File: src/hw/rtl/calculator_lexer_defines.svh
// Assertion macros shared by the lexer modules.
// Each module that asserts must have clk and rst_n in scope.
`ifndef CALCULATOR_LEXER_DEFINES_SVH
`define CALCULATOR_LEXER_DEFINES_SVH

`ifndef SYNTHESIS

// Check a property on every rising clock edge outside reset.
`define CLEX_ASSERT(lbl, prop) \
    lbl: assert property (@(posedge clk) disable iff (!rst_n) prop) \
        else $error("clex assertion failed");

// Check that a condition never holds outside reset.
`define CLEX_ASSERT_NEVER(lbl, cond) \
    `CLEX_ASSERT(lbl, !(cond))

`else

`define CLEX_ASSERT(lbl, prop)

`define CLEX_ASSERT_NEVER(lbl, cond)

`endif

`endif

File: src/hw/rtl/clex_pkg.sv
package clex_pkg;

    // Accumulator width of the number mantissa.
    localparam int MANTISSA_BITS = 48;
    localparam int MANT_FIELD_W  = 48;
    localparam logic [MANTISSA_BITS-1:0] MANT_MAX = {MANTISSA_BITS{1'b1}};

    // Characters with special meaning.
    localparam logic [7:0] CH_NL   = 8'h0A;
    localparam logic [7:0] CH_SEMI = 8'h3B;
    localparam logic [7:0] CH_DOT  = 8'h2E;
    localparam logic [7:0] CH_ZERO = 8'h30;
    localparam logic [7:0] CH_NUL  = 8'h00;
    localparam logic [7:0] CH_PLUS = 8'h2B;
    localparam logic [7:0] CH_MINUS = 8'h2D;
    localparam logic [7:0] CH_STAR = 8'h2A;
    localparam logic [7:0] CH_SLASH = 8'h2F;
    localparam logic [7:0] CH_LPAR = 8'h28;
    localparam logic [7:0] CH_RPAR = 8'h29;
    localparam logic [7:0] CH_EQ   = 8'h3D;
    localparam logic [7:0] CH_SPACE = 8'h20;
    localparam logic [7:0] CH_TAB  = 8'h09;
    localparam logic [7:0] CH_VT   = 8'h0B;
    localparam logic [7:0] CH_FF   = 8'h0C;
    localparam logic [7:0] CH_CR   = 8'h0D;

    localparam logic [7:0]  FRAC_MAX = 8'hFF;
    localparam logic [15:0] ERR_MAX  = 16'hFFFF;

    // Result queue depth; a request may push two results at once.
    localparam int QDEPTH = 4;
    localparam int QPTR_W = $clog2(QDEPTH);
    localparam int QCNT_W = $clog2(QDEPTH + 1);

    typedef enum logic [3:0] {
        KIND_NUMBER    = 4'd0,
        KIND_NAME_CHAR = 4'd1,
        KIND_NAME_END  = 4'd2,
        KIND_PLUS      = 4'd3,
        KIND_MINUS     = 4'd4,
        KIND_MUL       = 4'd5,
        KIND_DIV       = 4'd6,
        KIND_LPAREN    = 4'd7,
        KIND_RPAREN    = 4'd8,
        KIND_ASSIGN    = 4'd9,
        KIND_PRINT     = 4'd10,
        KIND_ERROR     = 4'd11
    } kind_t;

    typedef enum logic [1:0] {
        MODE_IDLE = 2'd0,
        MODE_NUM  = 2'd1,
        MODE_NAME = 2'd2
    } mode_t;

    typedef struct packed {
        kind_t                   kind;
        logic [7:0]              ch;
        logic [MANT_FIELD_W-1:0] mant;
        logic [7:0]              frac;
        logic                    ovf;
        logic [15:0]             err_count;
        logic                    last;
    } token_t;

    // Results produced by one request, in order.
    typedef struct packed {
        logic [1:0] count;
        token_t     first;
        token_t     second;
    } push_t;

    function automatic logic is_digit(input logic [7:0] c);
        return (c >= CH_ZERO) && (c <= 8'h39);
    endfunction

    function automatic logic is_alpha(input logic [7:0] c);
        return ((c >= 8'h61) && (c <= 8'h7A)) || ((c >= 8'h41) && (c <= 8'h5A));
    endfunction

    function automatic logic is_blank(input logic [7:0] c);
        return (c == CH_SPACE) || (c == CH_TAB) || (c == CH_VT) ||
               (c == CH_FF) || (c == CH_CR);
    endfunction

    // Fit the accumulator to the mantissa field.
    function automatic logic [MANT_FIELD_W-1:0] mant_field(
        input logic [MANTISSA_BITS-1:0] acc
    );
        logic [63:0] w;
        w = 64'(acc);
        return w[MANT_FIELD_W-1:0];
    endfunction

endpackage

File: src/hw/rtl/clex_core.sv
`include "calculator_lexer_defines.svh"

module clex_core
    import clex_pkg::*;
(
    input  logic       clk,
    input  logic       rst_n,
    input  logic       in_valid,
    output logic       in_ready,
    input  logic [7:0] char_in,
    input  logic       space_ok,
    output push_t      push
);

    localparam int WIDE_W = MANTISSA_BITS + 4;

    logic                     in_valid_reg, in_valid_next;
    logic [7:0]               in_char_reg;
    mode_t                    mode_reg, mode_next;
    logic [MANTISSA_BITS-1:0] acc_reg, acc_next;
    logic [7:0]               frac_reg, frac_next;
    logic                     dot_reg, dot_next;
    logic                     ovf_reg, ovf_next;
    logic [15:0]              bad_reg, bad_next;

    logic                     fire;
    logic [7:0]               c;
    logic                     c_digit, c_dot, c_numch, c_alpha, c_alnum;
    logic                     absorb_num, name_cont, closing;
    logic [MANTISSA_BITS-1:0] b_acc;
    logic [7:0]               b_frac;
    logic                     b_dot, b_ovf;
    logic [WIDE_W-1:0]        wide;
    logic [MANTISSA_BITS-1:0] a_acc;
    logic [7:0]               a_frac;
    logic                     a_dot, a_ovf;
    logic                     s_valid, s_err;
    kind_t                    s_kind;
    token_t                   close_tok, start_tok;

    // Hold one request at the input; take the next as this one moves on.
    assign fire          = in_valid_reg && space_ok;
    assign in_ready      = !in_valid_reg || space_ok;
    assign in_valid_next = in_ready ? in_valid : in_valid_reg;

    always_ff @(posedge clk or negedge rst_n)
    begin
        if (!rst_n)
        begin
            in_valid_reg <= 1'b0;
        end
        else
        begin
            in_valid_reg <= in_valid_next;
        end
    end

    always_ff @(posedge clk)
    begin
        if (in_ready && in_valid)
        begin
            in_char_reg <= char_in;
        end
    end

    // Classify the held character.
    assign c       = in_char_reg;
    assign c_digit = is_digit(c);
    assign c_dot   = (c == CH_DOT);
    assign c_numch = c_digit || c_dot;
    assign c_alpha = is_alpha(c);
    assign c_alnum = c_alpha || c_digit;

    assign absorb_num = (mode_reg == MODE_NUM) && c_numch;
    assign name_cont  = (mode_reg == MODE_NAME) && c_alnum;
    assign closing    = ((mode_reg == MODE_NUM) && !c_numch) ||
                        ((mode_reg == MODE_NAME) && !c_alnum);

    // Add one digit or dot to the running number, or to a fresh one.
    always_comb
    begin
        b_acc  = absorb_num ? acc_reg  : '0;
        b_frac = absorb_num ? frac_reg : '0;
        b_dot  = absorb_num ? dot_reg  : 1'b0;
        b_ovf  = absorb_num ? ovf_reg  : 1'b0;
        wide   = (WIDE_W'(b_acc) << 3) + (WIDE_W'(b_acc) << 1) + WIDE_W'(c[3:0]);
        a_acc  = b_acc;
        a_frac = b_frac;
        a_dot  = b_dot;
        a_ovf  = b_ovf;
        if (c_dot)
        begin
            a_dot = 1'b1;
        end
        else
        begin
            if (wide[WIDE_W-1:MANTISSA_BITS] != '0)
            begin
                a_acc = MANT_MAX;
                a_ovf = 1'b1;
            end
            else
            begin
                a_acc = wide[MANTISSA_BITS-1:0];
            end
            if (b_dot && (b_frac != FRAC_MAX))
            begin
                a_frac = b_frac + 8'd1;
            end
        end
    end

    // Decode the character as the start of a new token.
    always_comb
    begin
        s_valid = 1'b1;
        s_err   = 1'b0;
        case (c)
            CH_PLUS:  s_kind = KIND_PLUS;
            CH_MINUS: s_kind = KIND_MINUS;
            CH_STAR:  s_kind = KIND_MUL;
            CH_SLASH: s_kind = KIND_DIV;
            CH_LPAR:  s_kind = KIND_LPAREN;
            CH_RPAR:  s_kind = KIND_RPAREN;
            CH_EQ:    s_kind = KIND_ASSIGN;
            CH_SEMI:  s_kind = KIND_PRINT;
            CH_NL:    s_kind = KIND_PRINT;
            CH_NUL:   s_kind = KIND_PRINT;
            default:
            begin
                if (is_blank(c) || c_numch)
                begin
                    s_kind  = KIND_ERROR;
                    s_valid = 1'b0;
                end
                else if (c_alpha)
                begin
                    s_kind = KIND_NAME_CHAR;
                end
                else
                begin
                    s_kind = KIND_ERROR;
                    s_err  = 1'b1;
                end
            end
        endcase
    end

    // Advance the lexer state.
    always_comb
    begin
        mode_next = mode_reg;
        acc_next  = acc_reg;
        frac_next = frac_reg;
        dot_next  = dot_reg;
        ovf_next  = ovf_reg;
        bad_next  = bad_reg;
        if (fire && !name_cont)
        begin
            if (absorb_num || c_numch)
            begin
                mode_next = MODE_NUM;
                acc_next  = a_acc;
                frac_next = a_frac;
                dot_next  = a_dot;
                ovf_next  = a_ovf;
            end
            else
            begin
                mode_next = c_alpha ? MODE_NAME : MODE_IDLE;
                acc_next  = '0;
                frac_next = '0;
                dot_next  = 1'b0;
                ovf_next  = 1'b0;
                if (s_err && (bad_reg != ERR_MAX))
                begin
                    bad_next = bad_reg + 16'd1;
                end
            end
        end
    end

    always_ff @(posedge clk or negedge rst_n)
    begin
        if (!rst_n)
        begin
            mode_reg <= MODE_IDLE;
            acc_reg  <= '0;
            frac_reg <= '0;
            dot_reg  <= 1'b0;
            ovf_reg  <= 1'b0;
            bad_reg  <= '0;
        end
        else
        begin
            mode_reg <= mode_next;
            acc_reg  <= acc_next;
            frac_reg <= frac_next;
            dot_reg  <= dot_next;
            ovf_reg  <= ovf_next;
            bad_reg  <= bad_next;
        end
    end

    // Build the closing token and the token that the character starts.
    always_comb
    begin
        close_tok           = '0;
        close_tok.ch        = c;
        close_tok.err_count = bad_reg;
        if (mode_reg == MODE_NUM)
        begin
            close_tok.kind = KIND_NUMBER;
            close_tok.mant = mant_field(acc_reg);
            close_tok.frac = frac_reg;
            close_tok.ovf  = ovf_reg;
        end
        else
        begin
            close_tok.kind = KIND_NAME_END;
        end

        start_tok           = '0;
        start_tok.kind      = name_cont ? KIND_NAME_CHAR : s_kind;
        start_tok.ch        = c;
        start_tok.err_count = bad_next;
    end

    // Order the results of this request and mark the final one.
    always_comb
    begin
        push        = '0;
        push.first  = start_tok;
        push.second = start_tok;
        if (fire && !absorb_num)
        begin
            if (name_cont)
            begin
                push.count      = 2'd1;
                push.first.last = 1'b1;
            end
            else if (closing)
            begin
                push.first = close_tok;
                if (s_valid)
                begin
                    push.count       = 2'd2;
                    push.second.last = 1'b1;
                end
                else
                begin
                    push.count      = 2'd1;
                    push.first.last = 1'b1;
                end
            end
            else if (s_valid)
            begin
                push.count      = 2'd1;
                push.first.last = 1'b1;
            end
        end
    end

    `CLEX_ASSERT(a_clear_outside_number,
        (mode_reg != MODE_NUM) |-> (acc_reg == '0 && frac_reg == '0 && !dot_reg && !ovf_reg))
    `CLEX_ASSERT(a_overflow_holds_max, ovf_reg |-> (acc_reg == MANT_MAX))
    `CLEX_ASSERT(a_fraction_needs_dot, (frac_reg != '0) |-> dot_reg)
    `CLEX_ASSERT(a_last_on_final,
        (push.count == 2'd2) |-> (!push.first.last && push.second.last))

endmodule

File: src/hw/rtl/clex_outq.sv
`include "calculator_lexer_defines.svh"

module clex_outq
    import clex_pkg::*;
(
    input  logic   clk,
    input  logic   rst_n,
    input  push_t  push,
    output logic   space_ok,
    output logic   out_valid,
    input  logic   out_ready,
    output token_t head
);

    token_t              q_reg [QDEPTH];
    logic [QPTR_W-1:0]   wr_ptr_reg, wr_ptr_next;
    logic [QPTR_W-1:0]   rd_ptr_reg, rd_ptr_next;
    logic [QCNT_W-1:0]   cnt_reg, cnt_next;
    logic [QPTR_W-1:0]   wr_ptr_plus1;
    logic                pop;

    // Leave room for the two results one request may bring.
    assign space_ok  = (cnt_reg <= QCNT_W'(QDEPTH - 2));
    assign out_valid = (cnt_reg != '0);
    assign pop       = out_valid && out_ready;
    assign head      = q_reg[rd_ptr_reg];

    assign wr_ptr_plus1 = wr_ptr_reg + QPTR_W'(1);
    assign wr_ptr_next  = wr_ptr_reg + QPTR_W'(push.count);
    assign rd_ptr_next  = rd_ptr_reg + QPTR_W'(pop);
    assign cnt_next     = cnt_reg + QCNT_W'(push.count) - QCNT_W'(pop);

    always_ff @(posedge clk or negedge rst_n)
    begin
        if (!rst_n)
        begin
            wr_ptr_reg <= '0;
            rd_ptr_reg <= '0;
            cnt_reg    <= '0;
        end
        else
        begin
            wr_ptr_reg <= wr_ptr_next;
            rd_ptr_reg <= rd_ptr_next;
            cnt_reg    <= cnt_next;
        end
    end

    // Write up to two results in order.
    always_ff @(posedge clk)
    begin
        if (push.count != 2'd0)
        begin
            q_reg[wr_ptr_reg] <= push.first;
        end
        if (push.count == 2'd2)
        begin
            q_reg[wr_ptr_plus1] <= push.second;
        end
    end

    `CLEX_ASSERT(a_count_in_range, cnt_reg <= QCNT_W'(QDEPTH))
    `CLEX_ASSERT(a_push_needs_space, (push.count != 2'd0) |-> space_ok)
    `CLEX_ASSERT_NEVER(a_push_count_code, push.count == 2'd3)
    `CLEX_ASSERT(a_pointers_track_count,
        (cnt_reg == '0 || cnt_reg == QCNT_W'(QDEPTH)) |-> (wr_ptr_reg == rd_ptr_reg))

endmodule

File: src/hw/rtl/calculator_lexer.sv
// Calculator lexer: takes one ASCII character per request and returns the
// tokens it causes, in order, with last set on the final token of each
// character. A character is taken every cycle as long as the result queue
// has room for two tokens; results leave at one per cycle while out_ready is
// high, so a stream in which each character causes at most one token runs at
// one character per cycle, and a character that both closes a number or name
// and starts a token puts two tokens in the queue. An accepted character
// passes through the input register, then the four-entry result queue,
// before its first token appears. Numbers carry a 48-bit decimal mantissa that
// saturates with an overflow flag, plus a count of digits after the dot.
module calculator_lexer
    import clex_pkg::*;
(
    input  logic        clk,
    input  logic        rst_n,
    input  logic        in_valid,
    output logic        in_ready,
    input  logic [7:0]  char_in,
    output logic        out_valid,
    input  logic        out_ready,
    output logic [3:0]  token_kind,
    output logic [7:0]  char_out,
    output logic [47:0] mantissa,
    output logic [7:0]  fraction_digits,
    output logic        mantissa_overflow,
    output logic [15:0] error_count,
    output logic        last
);

    push_t  push;
    logic   space_ok;
    token_t head;

    clex_core u_core (
        .clk      (clk),
        .rst_n    (rst_n),
        .in_valid (in_valid),
        .in_ready (in_ready),
        .char_in  (char_in),
        .space_ok (space_ok),
        .push     (push)
    );

    clex_outq u_outq (
        .clk       (clk),
        .rst_n     (rst_n),
        .push      (push),
        .space_ok  (space_ok),
        .out_valid (out_valid),
        .out_ready (out_ready),
        .head      (head)
    );

    // Unpack the head token onto the result ports.
    assign token_kind        = head.kind;
    assign char_out          = head.ch;
    assign mantissa          = head.mant;
    assign fraction_digits   = head.frac;
    assign mantissa_overflow = head.ovf;
    assign error_count       = head.err_count;
    assign last              = head.last;

endmodule
File: config.mk
export PLATFORM = sky130hd
export DESIGN_NAME = calculator_lexer
export DESIGN_NICKNAME = d
export VERILOG_FILES = /design/src/hw/rtl/clex_pkg.sv /design/src/hw/rtl/clex_core.sv /design/src/hw/rtl/clex_outq.sv /design/src/hw/rtl/calculator_lexer.sv
export VERILOG_INCLUDE_DIRS = /design/src /design/src/hw/rtl
export SDC_FILE = /design/constraint.sdc
export NUM_CORES = 1
export LEC_CHECK = 0
export ABC_CLOCK_PERIOD_IN_PS = 9400
export BUFFER_PORTS_ARGS = -buffer_cell sky130_fd_sc_hd__buf_2
export CAP_MARGIN = 15
export CORE_MARGIN = 1
export CORE_UTILIZATION = 57
export DETAILED_ROUTE_END_ITERATION = 6
export GPL_ROUTABILITY_DRIVEN = 0
export PLACE_DENSITY = 0.82
export SYNTH_ARGS = -nofsm -noshare
export SYNTH_HDL_FRONTEND = slang
export SYNTH_HIERARCHICAL = 1
export SYNTH_SLANG_ARGS = --single-unit
File: constraint.sdc
create_clock -name clk -period 9.4 [get_ports clk]
set_input_delay 0.47 -clock clk [delete_from_list [all_inputs] [get_ports clk]]
set_output_delay 0.47 -clock clk [all_outputs]
set_load 0.01 [all_outputs]
# --- After elaboration in Yosys (flattened, before gate mapping) ---
# Memories as Yosys holds them, arrays and structs flattened.
# Index checks and enable logic that the tools add are counted.
op_classes:
  eq_ne: 20
  n_lt_le_gt_ge: 7
  reduce_logical: 36
  muxes: 49
  addsub: 9
op_table:
  columns: ["operator", "n"]
  rows:
  - ["2-to-1 mux 48 bit", 4]
  - ["2-to-1 mux 85 bit", 2]
  - ["2-to-1 mux 88 bit", 1]
  - ["equality test 8 x 6 -> 1 bit (second input constant)", 10]
  - ["2-to-1 mux 57 bit", 1]
  - ["adder 51 x 49 -> 52 bit", 1]
  - ["adder 52 x 4 -> 52 bit", 1]
  - ["2-to-1 mux 16 bit", 3]
  - ["equality test 8 x 4 -> 1 bit (second input constant)", 5]
  - ["2-to-1 mux 8 bit", 4]
  - ["case mux 4 bit (8 select lines)", 1]
  - ["2-to-1 mux 1 bit", 24]
  - ["adder 16 x 1 -> 16 bit (second input constant)", 1]
  - [">= comparator 8 x 7 -> 1 bit (second input constant)", 2]
  - ["<= comparator 8 x 7 -> 1 bit (second input constant)", 2]
  - ["!= test 16 bit (second input constant)", 1]
  - ["logical AND 1 bit", 14]
  - ["2-to-1 mux 2 bit", 6]
  - ["2-to-1 mux 4 bit", 3]
  - ["logical OR 1 bit", 11]
  - ["OR reduction 10 bit", 1]
  - ["adder 8 x 1 -> 8 bit (second input constant)", 1]
  - [">= comparator 8 x 6 -> 1 bit (second input constant)", 1]
  - ["<= comparator 8 x 6 -> 1 bit (second input constant)", 1]
  - ["15 further kinds", 20]
word_totals:
  memories: 1
  reg_bits: 92
  ram_bits: 344
  in_bits: 12
mem_list:
  columns: ["name", "words", "word_bits", "rd", "rd_clocked_by_memory_dff", "wr", "line", "source"]
  rows:
  - ["u_outq.q_reg", 4, 86, 1, 0, 2, "clex_outq.sv:15", "token_t q_reg [QDEPTH];"]

# --- Depth between registers and ports, before layout ---
# Gate-level depths: netlist of the first run.
depth:
  depth_word: 18
  ltp_mapped: 23
  mapped_depth_nobuf: 18

# --- Cells and area by module ---
# Netlist of the first run, hierarchy kept.
by_module_without_submodules:
  columns: ["mod", "instances", "area_each_um2", "cells_each"]
  rows:
  - ["clex_outq", 1, 17234.0, 873]
  - ["clex_core", 1, 9101.2, 1168]

# --- Worst setup path after synthesis of the first run ---
# Ideal clock, no wire load.
synth_timing:
  kind: "register to register"
  startpoint: "reg u_core.in_char_reg[3], in the netlist u_core/c[3]"
  endpoint: "mem u_outq/q_reg[0][0] in the netlist's numbering, enable pin"
  synth_period_minus_slack_ns: 9.472
  setup_time_ns: 0.649
  arrival_ns: 8.823
  setup_slack_ns: -0.072
  stages_incl_launch_ff: 11
  t_required_ns: 8.751
  path_cell_list: "edfxtp_1 -> clkbuf_1 -> or4b_2 -> a21oi_1 -> o21ai_1 -> nor2b_1 -> ha_1 -> nor2_1 -> nor3_1 -> o21bai_1 -> o21ai_0"
synth_lines:
  columns: ["element", "line", "source"]
  rows:
  - ["start, declared", "clex_core.sv:18", "logic [7:0] in_char_reg;"]
  - ["start signal, assigned", "clex_core.sv:62", "in_char_reg <= char_in;"]
  - ["end, declared", "clex_outq.sv:15", null]

# --- Worst setup path in the final report of the first run ---
layout_timing:
  startpoint: "reg u_core.in_char_reg[4], in the netlist u_core/c[4]"
  endpoint: "reg u_core.acc_reg[15]"
layout_via:
  elab_chain_len: 11
  elab_cells_between_ends: 25
  classes_between: "add/sub (2); order compare (6); eq/ne (1); mux (4); reduce/logical (12)"
layout_lines:
  columns: ["element", "line", "source"]
  rows:
  - [">= comparator 8 x 6 -> 1 bit or <= comparator 8 x 6 -> 1 bit (tied branches)", "clex_pkg.sv:74", "return (c >= CH_ZERO) && (c <= 8'h39);"]
  - ["logical AND 1 bit", "clex_pkg.sv:74", null]
  - ["logical OR 1 bit", "clex_core.sv:70", "assign c_numch = c_digit || c_dot;"]
  - ["logical AND 1 bit", "clex_core.sv:74", "assign absorb_num = (mode_reg == MODE_NUM) && c_numch;"]
  - ["2-to-1 mux 48 bit", "clex_core.sv:82", "b_acc = absorb_num ? acc_reg : '0;"]
  - ["adder 51 x 49 -> 52 bit", "clex_core.sv:86", "wide = (WIDE_W'(b_acc) << 3) + (WIDE_W'(b_acc) << 1) + WIDE_W'(c[3:0]);"]
  - ["adder 52 x 4 -> 52 bit", "clex_core.sv:86", null]
  - ["nonzero test 4 bit", "clex_core.sv:97", "if (wide[WIDE_W-1:MANTISSA_BITS] != '0)"]
  - ["2-to-1 mux 48 bit", "clex_core.sv:97", null]
  - ["2-to-1 mux 48 bit", "clex_core.sv:91", "if (c_dot)"]
  - ["2-to-1 mux 48 bit", "clex_core.sv:160", "if (absorb_num || c_numch)"]
  - ["end signal, assigned", "clex_core.sv:197", "acc_reg <= acc_next;"]
  - ["end, declared", "clex_core.sv:20", "logic [MANTISSA_BITS-1:0] acc_reg, acc_next;"]
# Several ways; a longest one is shown, not always the timed one.
# A chain may end at the register's enable or synchronous reset.

==> results.md, run 1 <==
Setup path:
- The beginning of the worst register-to-register path is u_core/c[4]$_DFFE_PP_.
- The maximum fanout encountered on the critical timing path is 50.
- STA classifies the critical path startpoint as a flop.
- The buffering stage count on the worst path with inverters included is 3.
- The critical path's top delay family is compound AO/OA/AOI/OAI gates.
- For this run, the slowest stage of the critical path takes between 600 and 700 ps.
- The slowest stage of the critical path belongs to the cell sky130_fd_sc_hd__a2111oi_1.
- The start point of the critical path is u_core/c[4]$_DFFE_PP_.
- For the worst setup path, the data required time is ~9900 ps.
- The critical path goes through or2_2, a2bb2oi_1, nor3_2, buf_4, and2_1, ha_1, ha_1, inv_1, fa_1, nand2b_1, a21oi_1, o2111ai_1, a2111oi_1, or2_2, nand3_1, a32oi_1, nand3_2, buf_4, a211oi_1, nor2_1.
- STA classifies the critical path endpoint as a flop.
- At the worst endpoint, the arrival time is around 6300 ps.
- The setup path with the least slack is of type flop to flop.

Cells and area:
- The flip-flop count of the largest register after layout is around 340.
- The post-route netlist has around 29% of its cells at a drive strength greater than 1.
- The number of non-filler instances in the completed layout is between 2000 and 3000.
- Fill cells in the final layout number roughly 3300.
- The synthesis-to-finish area growth is 7.97%.
- The final layout net count is ~2200.
- The post-layout instance area is between 0.02 and 0.03 mm^2.
- 0 antenna diodes ended up in the layout.

Global routing:
- The initial antenna violation count was 0.
- The global-route wire length before repair is around 94 mm.
- The via count of the first global-routing pass came to around 17000.
- The global router's overall resource usage is between 20% and 30%.
- The maximum number of pins on one net before global-route repair is 60.
- For this run the aggregate overflow at the end of global routing stands at 0.

Detailed routing:
- After detailed routing, the number of remaining DRC violations is 3.
- The first detailed-routing pass ran for 7 iterations.
- The detailed router finished its first iteration with 1396 violations.
- The total length of routed wires is 58.7 mm.
- The average wire per standard cell is between 20 and 25 um.
- The total via count in the routed design is approximately 17000.
- The number of routed nets with antenna violations is 0.
- The number of vias per cell after detailed routing is a little over 6.

Power:
- The combinational power share is 31.0%.
- The internal cell power is ~4600 uW.
- The analysis attributes to cell leakage a power of between 0.01 and 0.015 uW.
- In this run the power spent charging and discharging nets is between 2000 and 2500 uW.
- In this run, the clock network consumes a little over a quarter of the power.
- The sum of internal, switching and leakage power is approximately 7000 uW.
- Across the VDD grid, the largest voltage drop is between 0.2 and 0.25 mV.
- Registers are responsible for between 40% and 50% of the overall power.
- The switching portion of total power is about a third.
- For this design the ratio of total power to cell area is between 200 and 250 mW/mm^2.

Clocking:
- The maximum level of the CTS H-tree is 2.
- The clock network latency to the later pin of the worst-skew pair is a little under 600 ps.
- The CTS buffer count is 45.
- No sink is reached through more buffers than the 3 on the longest clock path.
- The number of resized instances in the post-cts repair step is 0.
- Clock tree synthesis found a total of approximately 440 sinks.
- Clock-pin slew was measured on the worst setup and hold paths at 60 ps.
- The post-CTS setup repair buffer count is 0.
- The clock tree root driver cell is sky130_fd_sc_hd__clkbuf_16.
- TritonCTS built the clock tree.

Flow run:
- Max-cap violations in this run came to 0.

Placed design:
- Summed over all nets, the half-perimeter wirelength after detailed placement is ~37 mm.
- Timing analysis after detailed placement gives a worst setup slack of ~3000 ps.
- The count of input and output buffers is 99.
- The placed instances occupy a cell area of ~0.027 mm^2.
- The number of placed cells counting well taps is between 2000 and 3000.

Synthesis:
- Yosys printed 6 warnings.
- The prevailing post-synth register cell is sky130_fd_sc_hd__edfxtp_1.
- The count of different cell masters after synthesis is just under 80.
- The async set-reset flop share out of synthesis is between 10% and 20%.
- The count of flip-flops with a built-in enable after synthesis is around 350.
- The leading area contributor after synthesis is sky130_fd_sc_hd__edfxtp_1.
- In the post-synthesis netlist, the biggest area contributors are sky130_fd_sc_hd__edfxtp_1 (40%), sky130_fd_sc_hd__mux2_2 (10%), sky130_fd_sc_hd__dfrtp_1 (8.0%), sky130_fd_sc_hd__mux4_2 (7.4%), sky130_fd_sc_hd__ha_1 (4.6%).
- The mean post-synth cell area is 12.9 um^2.
- The flip-flop and latch count after synthesis is ~440.
- Among all cell types in the netlist, the one instantiated most often is sky130_fd_sc_hd__edfxtp_1.
- After synthesis, the largest area contributor takes up between 40% and 50% of total cell area.
- The sequential element share of the synthesized area is between 40% and 50%.
- Synthesis produced a little over 2000 cells.
- In this run the cell area of the synthesized design comes to ~0.026 mm^2.
- After synthesis, the most frequently instantiated cells are sky130_fd_sc_hd__edfxtp_1 (352), sky130_fd_sc_hd__mux2_2 (239), sky130_fd_sc_hd__nand2_1 (179).

Die:
- In this run the standard cell core region covers between 0.04 and 0.05 mm^2.
- The floorplan has 78 rows.
- The y dimension of the die is about 220 um.
- The top-level I/O count is 100.
- The area enclosed by the die boundary is roughly 0.047 mm^2.
- The initial utilization of the core area, before any placement, comes to between 50% and 60%.
- In this run the horizontal extent of the chip is 217 um.

Min path:
- The startpoint identified for the worst hold timing path is char_in[5].
- The path class of the tightest hold or removal check is primary input to flop.

Run status:
- The run finished, with violations left.
- The final reports fail on DRC.

Timing:
- Setup repair after global routing left no endpoint under its margin.
- The part of the cycle the worst path needs is 62.0%.
- The total negative slack is 0 ps.
- The number of slew-limit violations in the final report is 0.
- The minimum setup slack in the final design is approximately 3600 ps.
- Based on the critical path, the design can be clocked at up to around 170 MHz.
- The relative slew slack is between 30 and 40%.
- The setup clock skew after layout is 23.6 ps.
- The count of endpoints failing hold in the final timing report came to 0.
- The final setup violation count is 0.
- For the pin with the worst max-slew slack, the measured transition is about 990 ps.
- The minimum clock period is around 6000 ps.
-- metal layers --
layer / global-route usage (%) / wire length (um) / up-vias
met5: 0 / 0 / -
met4: 6.90 / 1310 / 0
met3: 3.40 / 2600 / 103
met2: 44.9 / 30600 / 468
met1: 32.2 / 24200 / 8529
li1: - / - / 7718
-- what timing repair did --
item / CTS / global route
hold buffers: 1 / 0
hold endpoints to repair: 25 / 0
endpoints found under the setup margin: 0 / 0
-- through the flow --
stage | utilization, % | hold WS (ps)
after CTS | 62.5 | 47.0
after detailed placement | 59.2 | 412
final | 62.5 | 75.1
after global routing | 62.5 | 53.9
after global placement | 59.2 | 407
after floorplan | - | 174
-- kinds of logic (layout without fill, tap and decap cells) --
logic type               count (synthesis)  count (layout)  share of synthesized area [%]
AO/OA/AOI/OAI                          269             269                           6.73
flip-flops                             436             436                           48.1
XOR/XNOR                                84              84                           2.79
buffers and inverters                  214             236                           4.71
multiplexers                           436             436                           23.3
adder cells (fa/ha/maj)                 99              99                           4.76
AND/OR/NAND/NOR                        502             502                           9.58
other                                    1              57                         0.0142
-- power by group through the flow --
| stage | clock network [uW] | registers (uW) | logic, uW |
|---|---|---|---|
| after floorplan | 0 | 2830 | 1530 |
| after global placement | 0 | 2900 | 2100 |
| after detailed placement | 0 | 2930 | 2120 |
| after CTS | 1840 | 2890 | 2140 |
| after global routing | 1900 | 2930 | 2260 |
| final | 1810 | 2890 | 2110 |
-- area by class of cell --
class                      count  area [um^2]  area share (%)
clock inverter                18          193           0.678
multi-input combinational   1447        12700            44.7
clock buffer                  65         1290            4.55
timing repair buffer         127          718            2.53
tap                          600          751            2.64
inverter                      26         97.6           0.343
sequential                   436        12700            44.6
-- cell usage in the layout, fill, tap and decap left out, types with 7 or more instances in the layout --
cell / netlist / layout
sky130_fd_sc_hd__clkbuf_1: 60 / 13
sky130_fd_sc_hd__a211oi_1: 13 / 13
sky130_fd_sc_hd__o31ai_1: 10 / 10
sky130_fd_sc_hd__nand2_1: 179 / 179
sky130_fd_sc_hd__buf_4: 73 / 26
sky130_fd_sc_hd__xnor2_1: 47 / 47
sky130_fd_sc_hd__mux2_1: 40 / 40
sky130_fd_sc_hd__and3_1: 72 / 72
sky130_fd_sc_hd__nand4_1: 12 / 12
sky130_fd_sc_hd__nor3_1: 17 / 15
sky130_fd_sc_hd__mux4_2: 86 / 86
sky130_fd_sc_hd__o22ai_2: 9 / 9
sky130_fd_sc_hd__mux2_4: 69 / 69
sky130_fd_sc_hd__or3_1: 7 / 7
sky130_fd_sc_hd__inv_1: 26 / 26
sky130_fd_sc_hd__xor2_1: 37 / 37
sky130_fd_sc_hd__a21oi_1: 67 / 67
sky130_fd_sc_hd__dfrtp_1: 84 / 82
sky130_fd_sc_hd__ha_1: 97 / 97
sky130_fd_sc_hd__mux2_2: 239 / 239
sky130_fd_sc_hd__clkbuf_16: 0 / 47
sky130_fd_sc_hd__edfxtp_1: 352 / 352
sky130_fd_sc_hd__nand2b_1: 13 / 13
sky130_fd_sc_hd__and2_1: 54 / 54
sky130_fd_sc_hd__a21o_1: 16 / 16
sky130_fd_sc_hd__buf_2: 40 / 98
sky130_fd_sc_hd__o22ai_1: 34 / 34
sky130_fd_sc_hd__o21bai_1: 8 / 7
sky130_fd_sc_hd__o21ai_0: 50 / 49
sky130_fd_sc_hd__conb_1: 1 / 57
sky130_fd_sc_hd__nand3_1: 32 / 31
sky130_fd_sc_hd__nor2_1: 79 / 76
-- path summary, 6_finish.rpt --
kind / slack [ps] / depth (start not counted) / end
max: 3570 / 20 / u_core/acc_reg[15]$_DFFE_PN0P_
min: 80 / 1 / u_core/c[5]$_DFFE_PP_
max reg2reg: 3570 / 20 / u_core/acc_reg[15]$_DFFE_PN0P_
min reg2reg: 490 / 2 / u_core/acc_reg[6]$_DFFE_PN0P_
max in group asynchronous: 7770 / 3 / u_outq/rd_ptr_reg[1]$_DFF_PN0_
min in group asynchronous: 370 / 2 / u_core/acc_reg[25]$_DFFE_PN0P_
Power figures use the tool's default switching activity.
==> inputs of run 2 (changes only) <==
--- a/config.mk
+++ b/config.mk
@@ -6,14 +6,14 @@
 export SDC_FILE = /design/constraint.sdc
 export NUM_CORES = 1
 export LEC_CHECK = 0
-export ABC_CLOCK_PERIOD_IN_PS = 9400
+export ABC_CLOCK_PERIOD_IN_PS = 5400
 export BUFFER_PORTS_ARGS = -buffer_cell sky130_fd_sc_hd__buf_2
 export CAP_MARGIN = 15
 export CORE_MARGIN = 1
-export CORE_UTILIZATION = 57
+export CORE_UTILIZATION = 63
 export DETAILED_ROUTE_END_ITERATION = 6
 export GPL_ROUTABILITY_DRIVEN = 0
-export PLACE_DENSITY = 0.82
+export PLACE_DENSITY = 0.86
 export SYNTH_ARGS = -nofsm -noshare
 export SYNTH_HDL_FRONTEND = slang
 export SYNTH_HIERARCHICAL = 1
==> constraint.sdc (replaced) <==
create_clock -name clk -period 5.4 [get_ports clk]
set_input_delay 0.27 -clock clk [delete_from_list [all_inputs] [get_ports clk]]
set_output_delay 0.27 -clock clk [all_outputs]
set_load 0.01 [all_outputs]
==> run 2 against run 1 <==
The run still ends with DRC left. Sequential power is 74% higher. Clock skew is 11 ps lower. Worst hold slack worse by 15 ps. Sequential share of layout area is 0.40 points lower. Power is 73% higher. Cell count is 1.6% lower. Non-clock buffer count is 27 higher. Routed wire length is 1.1% higher. Highest routed layer unchanged.
==> results.md, run 2 (synthesis results as in run 1) <==
Global routing:
- The global router's overall resource usage is 28.1%.
- Summed over all layers, the global routing overflow is 0.
- The first global-routing pass estimated approximately 94 mm of wire.
- The initial antenna violation count was 0.
- The via count of the first global-routing pass is about 18000.
- The maximum number of pins on one net before global-route repair is slightly below 90.

Die:
- The standard-cell row count is between 70 and 80.
- The die covers approximately 0.043 mm^2.
- The starting density of the core is between 60% and 70%.
- The floorplan step set the die height to roughly 210 um.
- For this design the top-level I/O count stands at 100.
- The area of the core region is ~0.04 mm^2.
- The chip width is between 200 and 250 um.

Cells and area:
- The post-route netlist has a little under a third of its cells at a drive strength greater than 1.
- Excluding fillers, the count of instances in the completed layout stands at around 2700.
- The filler cells instantiated in the layout total between 2000 and 3000.
- The repair_antennas step left the layout with diodes totalling 0.
- Relative to the synthesized area, the layout overhead comes to 8.95%.
- Summing all flip-flop and latch instances after layout gives between 0.01 and 0.015 mm^2.
- The most common library cell in the layout ignoring fill and taps is sky130_fd_sc_hd__edfxtp_1.
- The net count of the finished layout is 2220.
- The top cell types in the final layout, fill and taps aside, are sky130_fd_sc_hd__edfxtp_1 (352), sky130_fd_sc_hd__mux2_2 (239), sky130_fd_sc_hd__nand2_1 (179), sky130_fd_sc_hd__buf_2 (98), sky130_fd_sc_hd__ha_1 (97).
- The core utilization of the finished layout is between 60% and 70%.
- The area of combinational cells with multiple inputs is between 0.01 and 0.015 mm^2.
- The flip-flop count of the largest register after layout is around 340.

Power:
- The sum of internal, switching and leakage power is approximately 12000 uW.
- In this run the power density over the cells is just over 400 mW/mm^2.
- The maximum vdd ir drop is 0.273 mV.
- The analysis attributes to cell leakage a power of ~0.012 uW.

Clocking:
- The maximum level of the CTS H-tree is 2.
- The clock slew at the register clock pins of the worst setup and hold paths is ~60 ps.
- TritonCTS created 44 clock buffers.
- The longest clock path from root to sink contains 3 buffers.
- The clock tree root driver cell is sky130_fd_sc_hd__clkbuf_16.
- At the later pin of the worst-skew pair, clock insertion delay measures ~560 ps.
- Counting every sink on the clock net gives about 440.
- The TritonCTS clock tree is yes.

Setup path:
- Traced cell by cell, the critical path runs through or2_2, a2bb2oi_1, nor3_2, buf_4, buf_4, and2_1, ha_1, ha_1, nand2_1, or3b_2, a32o_1, o211ai_1, mux2_2, a211oi_1, a22oi_2, nand3_4, buf_12, buf_12, a22oi_1, o211ai_1.
- Counting buffers and inverters, the worst setup path is 20 cells deep.
- The element type at the critical path start is a flop.
- The worst reg-to-reg path cell count is 20.
- Among cell families on the critical path, the largest total delay comes from simple AND/OR/NAND/NOR gates.
- The critical path class is flop to flop.
- The arrival time of data at the critical path endpoint is approximately 5700 ps.
- STA puts the critical path data required time at about 5900 ps.
- The slowest stage of the critical path is the sky130_fd_sc_hd__ha_1 cell.
- Along the worst path, the maximum fanout reaches 25.
- The stage delay of the slowest cell on the critical path is 470 ps.
- The buffering stage count on the worst path with inverters included is 4.
- The capturing element type of the critical path is a flop.

Timing:
- Subtracting the final worst setup slack from the clock period gives 5230 ps.
- The setup clock skew after layout is approximately 13 ps.
- Setup violations remaining at the end of the flow were counted as 0.
- The number of slew-limit violations in the final report is 0.
- The worst-margin pin slew is between 1000 and 1500 ps.
- The achievable clock frequency is between 150 and 200 MHz.
- Dividing the final minimum period by the clock period gives approximately 97%.
- In the post-route analysis, the smallest setup slack over all paths is approximately 170 ps.
- The relative slew slack is about a fifth.
- The count of endpoints failing hold in the final timing report is 0.

Placed design:
- The HPWL after detailed placement is 36.8 mm.
- At the placement stage, the worst setup path has a slack of -0.783 ps.
- After detailed placement, the design holds a cell count of roughly 2600.
- Port buffering added just under 100 buffers.

Detailed routing:
- Using the TritonRoute via totals, the vias-per-cell ratio works out to about 6.4.
- In the final routed layout, each cell accounts on average for between 20 and 25 um.
- The detail route stage leaves a number of antenna-violating nets equal to 0.
- Before antenna repair, the detailed router went through 7 iterations.
- Wires add up to just under 60 mm.
- The final route contains 17200 vias.
- The number of design rule violations left after detail routing is 7.
- The number of violations reported at the end of detailed-routing iteration 0 is around 1600.

Flow run:
- Max-cap violations in this run came to 0.

Run status:
- The flow ran to the end, but the final reports show violations.
- The checks that failed: DRC.

Min path:
- The type of the worst min-delay path is primary input to flop.
- Counting instances, the worst hold path has a depth of 3.
[run 2: changes by cell type in the layout (fill, tap and decap cells not counted), moves of 5 or more]
cell / before / now
sky130_fd_sc_hd__buf_12: 0 / 14
sky130_fd_sc_hd__dlygate4sd3_1: 1 / 10
sky130_fd_sc_hd__buf_4: 26 / 32
sky130_fd_sc_hd__clkbuf_1: 13 / 7
sky130_fd_sc_hd__clkinv_2: 6 / 12
sky130_fd_sc_hd__clkinvlp_4: 0 / 5
[run 2: cell type report]
class	instances	share of cell area [%]
multi-input combinational	1447	44.4
clock inverter	28	0.890
tap	532	2.32
sequential	436	44.2
inverter	26	0.340
clock buffer	53	4.02
timing repair buffer	154	3.87
[run 2: what timing repair did]
| action | 4_1_cts | 5_1_grt |
|---|---|---|
| gates resized for setup | 1 | 4 |
| endpoints found under the setup margin | 4 | 40 |
| hold buffers | 10 | 0 |
| setup buffers | 1 | 5 |
| endpoints found under the hold margin | 60 | 0 |
| pin swaps | 1 | 1 |
[run 2: path summary, 6_finish.rpt]
| path | startpoint | to | slack, ps |
|---|---|---|---|
| max reg2reg | u_core/c[0]$_DFFE_PP_ | u_core/acc_reg[45]$_DFFE_PN0P_ | 170 |
| min | out_ready | u_outq/rd_ptr_reg[0]$_DFF_PN0_ | 60 |
| min reg2reg | u_core/acc_reg[23]$_DFFE_PN0P_ | u_core/acc_reg[23]$_DFFE_PN0P_ | 480 |
| min in group asynchronous | rst_n | u_core/acc_reg[22]$_DFFE_PN0P_ | 310 |
| max in group asynchronous | rst_n | u_outq/rd_ptr_reg[1]$_DFF_PN0_ | 4100 |
| max | u_core/c[0]$_DFFE_PP_ | u_core/acc_reg[45]$_DFFE_PN0P_ | 170 |
[run 2: worst reg2reg max path, cell delays in order (launching register included)]
cell                        delay (ps)
sky130_fd_sc_hd__edfxtp_1          430
sky130_fd_sc_hd__or2_2             350
sky130_fd_sc_hd__a2bb2oi_1         180
sky130_fd_sc_hd__nor3_2            160
sky130_fd_sc_hd__buf_4             160
sky130_fd_sc_hd__buf_4             270
sky130_fd_sc_hd__and2_1            290
sky130_fd_sc_hd__ha_1              280
sky130_fd_sc_hd__ha_1              470
sky130_fd_sc_hd__nand2_1           110
sky130_fd_sc_hd__or3b_2            460
sky130_fd_sc_hd__a32o_1            250
sky130_fd_sc_hd__o211ai_1          230
sky130_fd_sc_hd__mux2_2            390
sky130_fd_sc_hd__a211oi_1          320
sky130_fd_sc_hd__a22oi_2           160
sky130_fd_sc_hd__nand3_4           150
sky130_fd_sc_hd__buf_12            130
sky130_fd_sc_hd__buf_12            160
sky130_fd_sc_hd__a22oi_1            90
sky130_fd_sc_hd__o211ai_1          130
[run 2: report_power, final]
| group | internal, uW | leakage [uW] | switching (uW) | total, uW |
|---|---|---|---|---|
| Sequential | 4610 | 0.00441 | 432 | 5040 |
| Combinational | 1680 | 0.00694 | 2070 | 3750 |
| Clock | 1690 | 0.000686 | 1330 | 3010 |
[run 2: through the flow]
step | instance area [um^2] | hold WS (ps) | TNS [ps]
2_1_floorplan | 26600 | -25.6 | -45710
3_3_place_gp | 27100 | 362 | 0
3_5_place_dp | 27100 | 367 | -0.783
4_1_cts | 28600 | 35.5 | 0
5_1_grt | 28700 | 61.1 | -8.28
6_report | 28700 | 60.1 | 0
[run 2: per-layer routing]
metal	GRT usage, %	vias up	part of all wire [%]
li1	-	7769	-
met1	35.5	8621	40
met5	0	-	0
met4	9.48	0	2.9
met3	3.63	141	5.8
met2	49.6	700	52
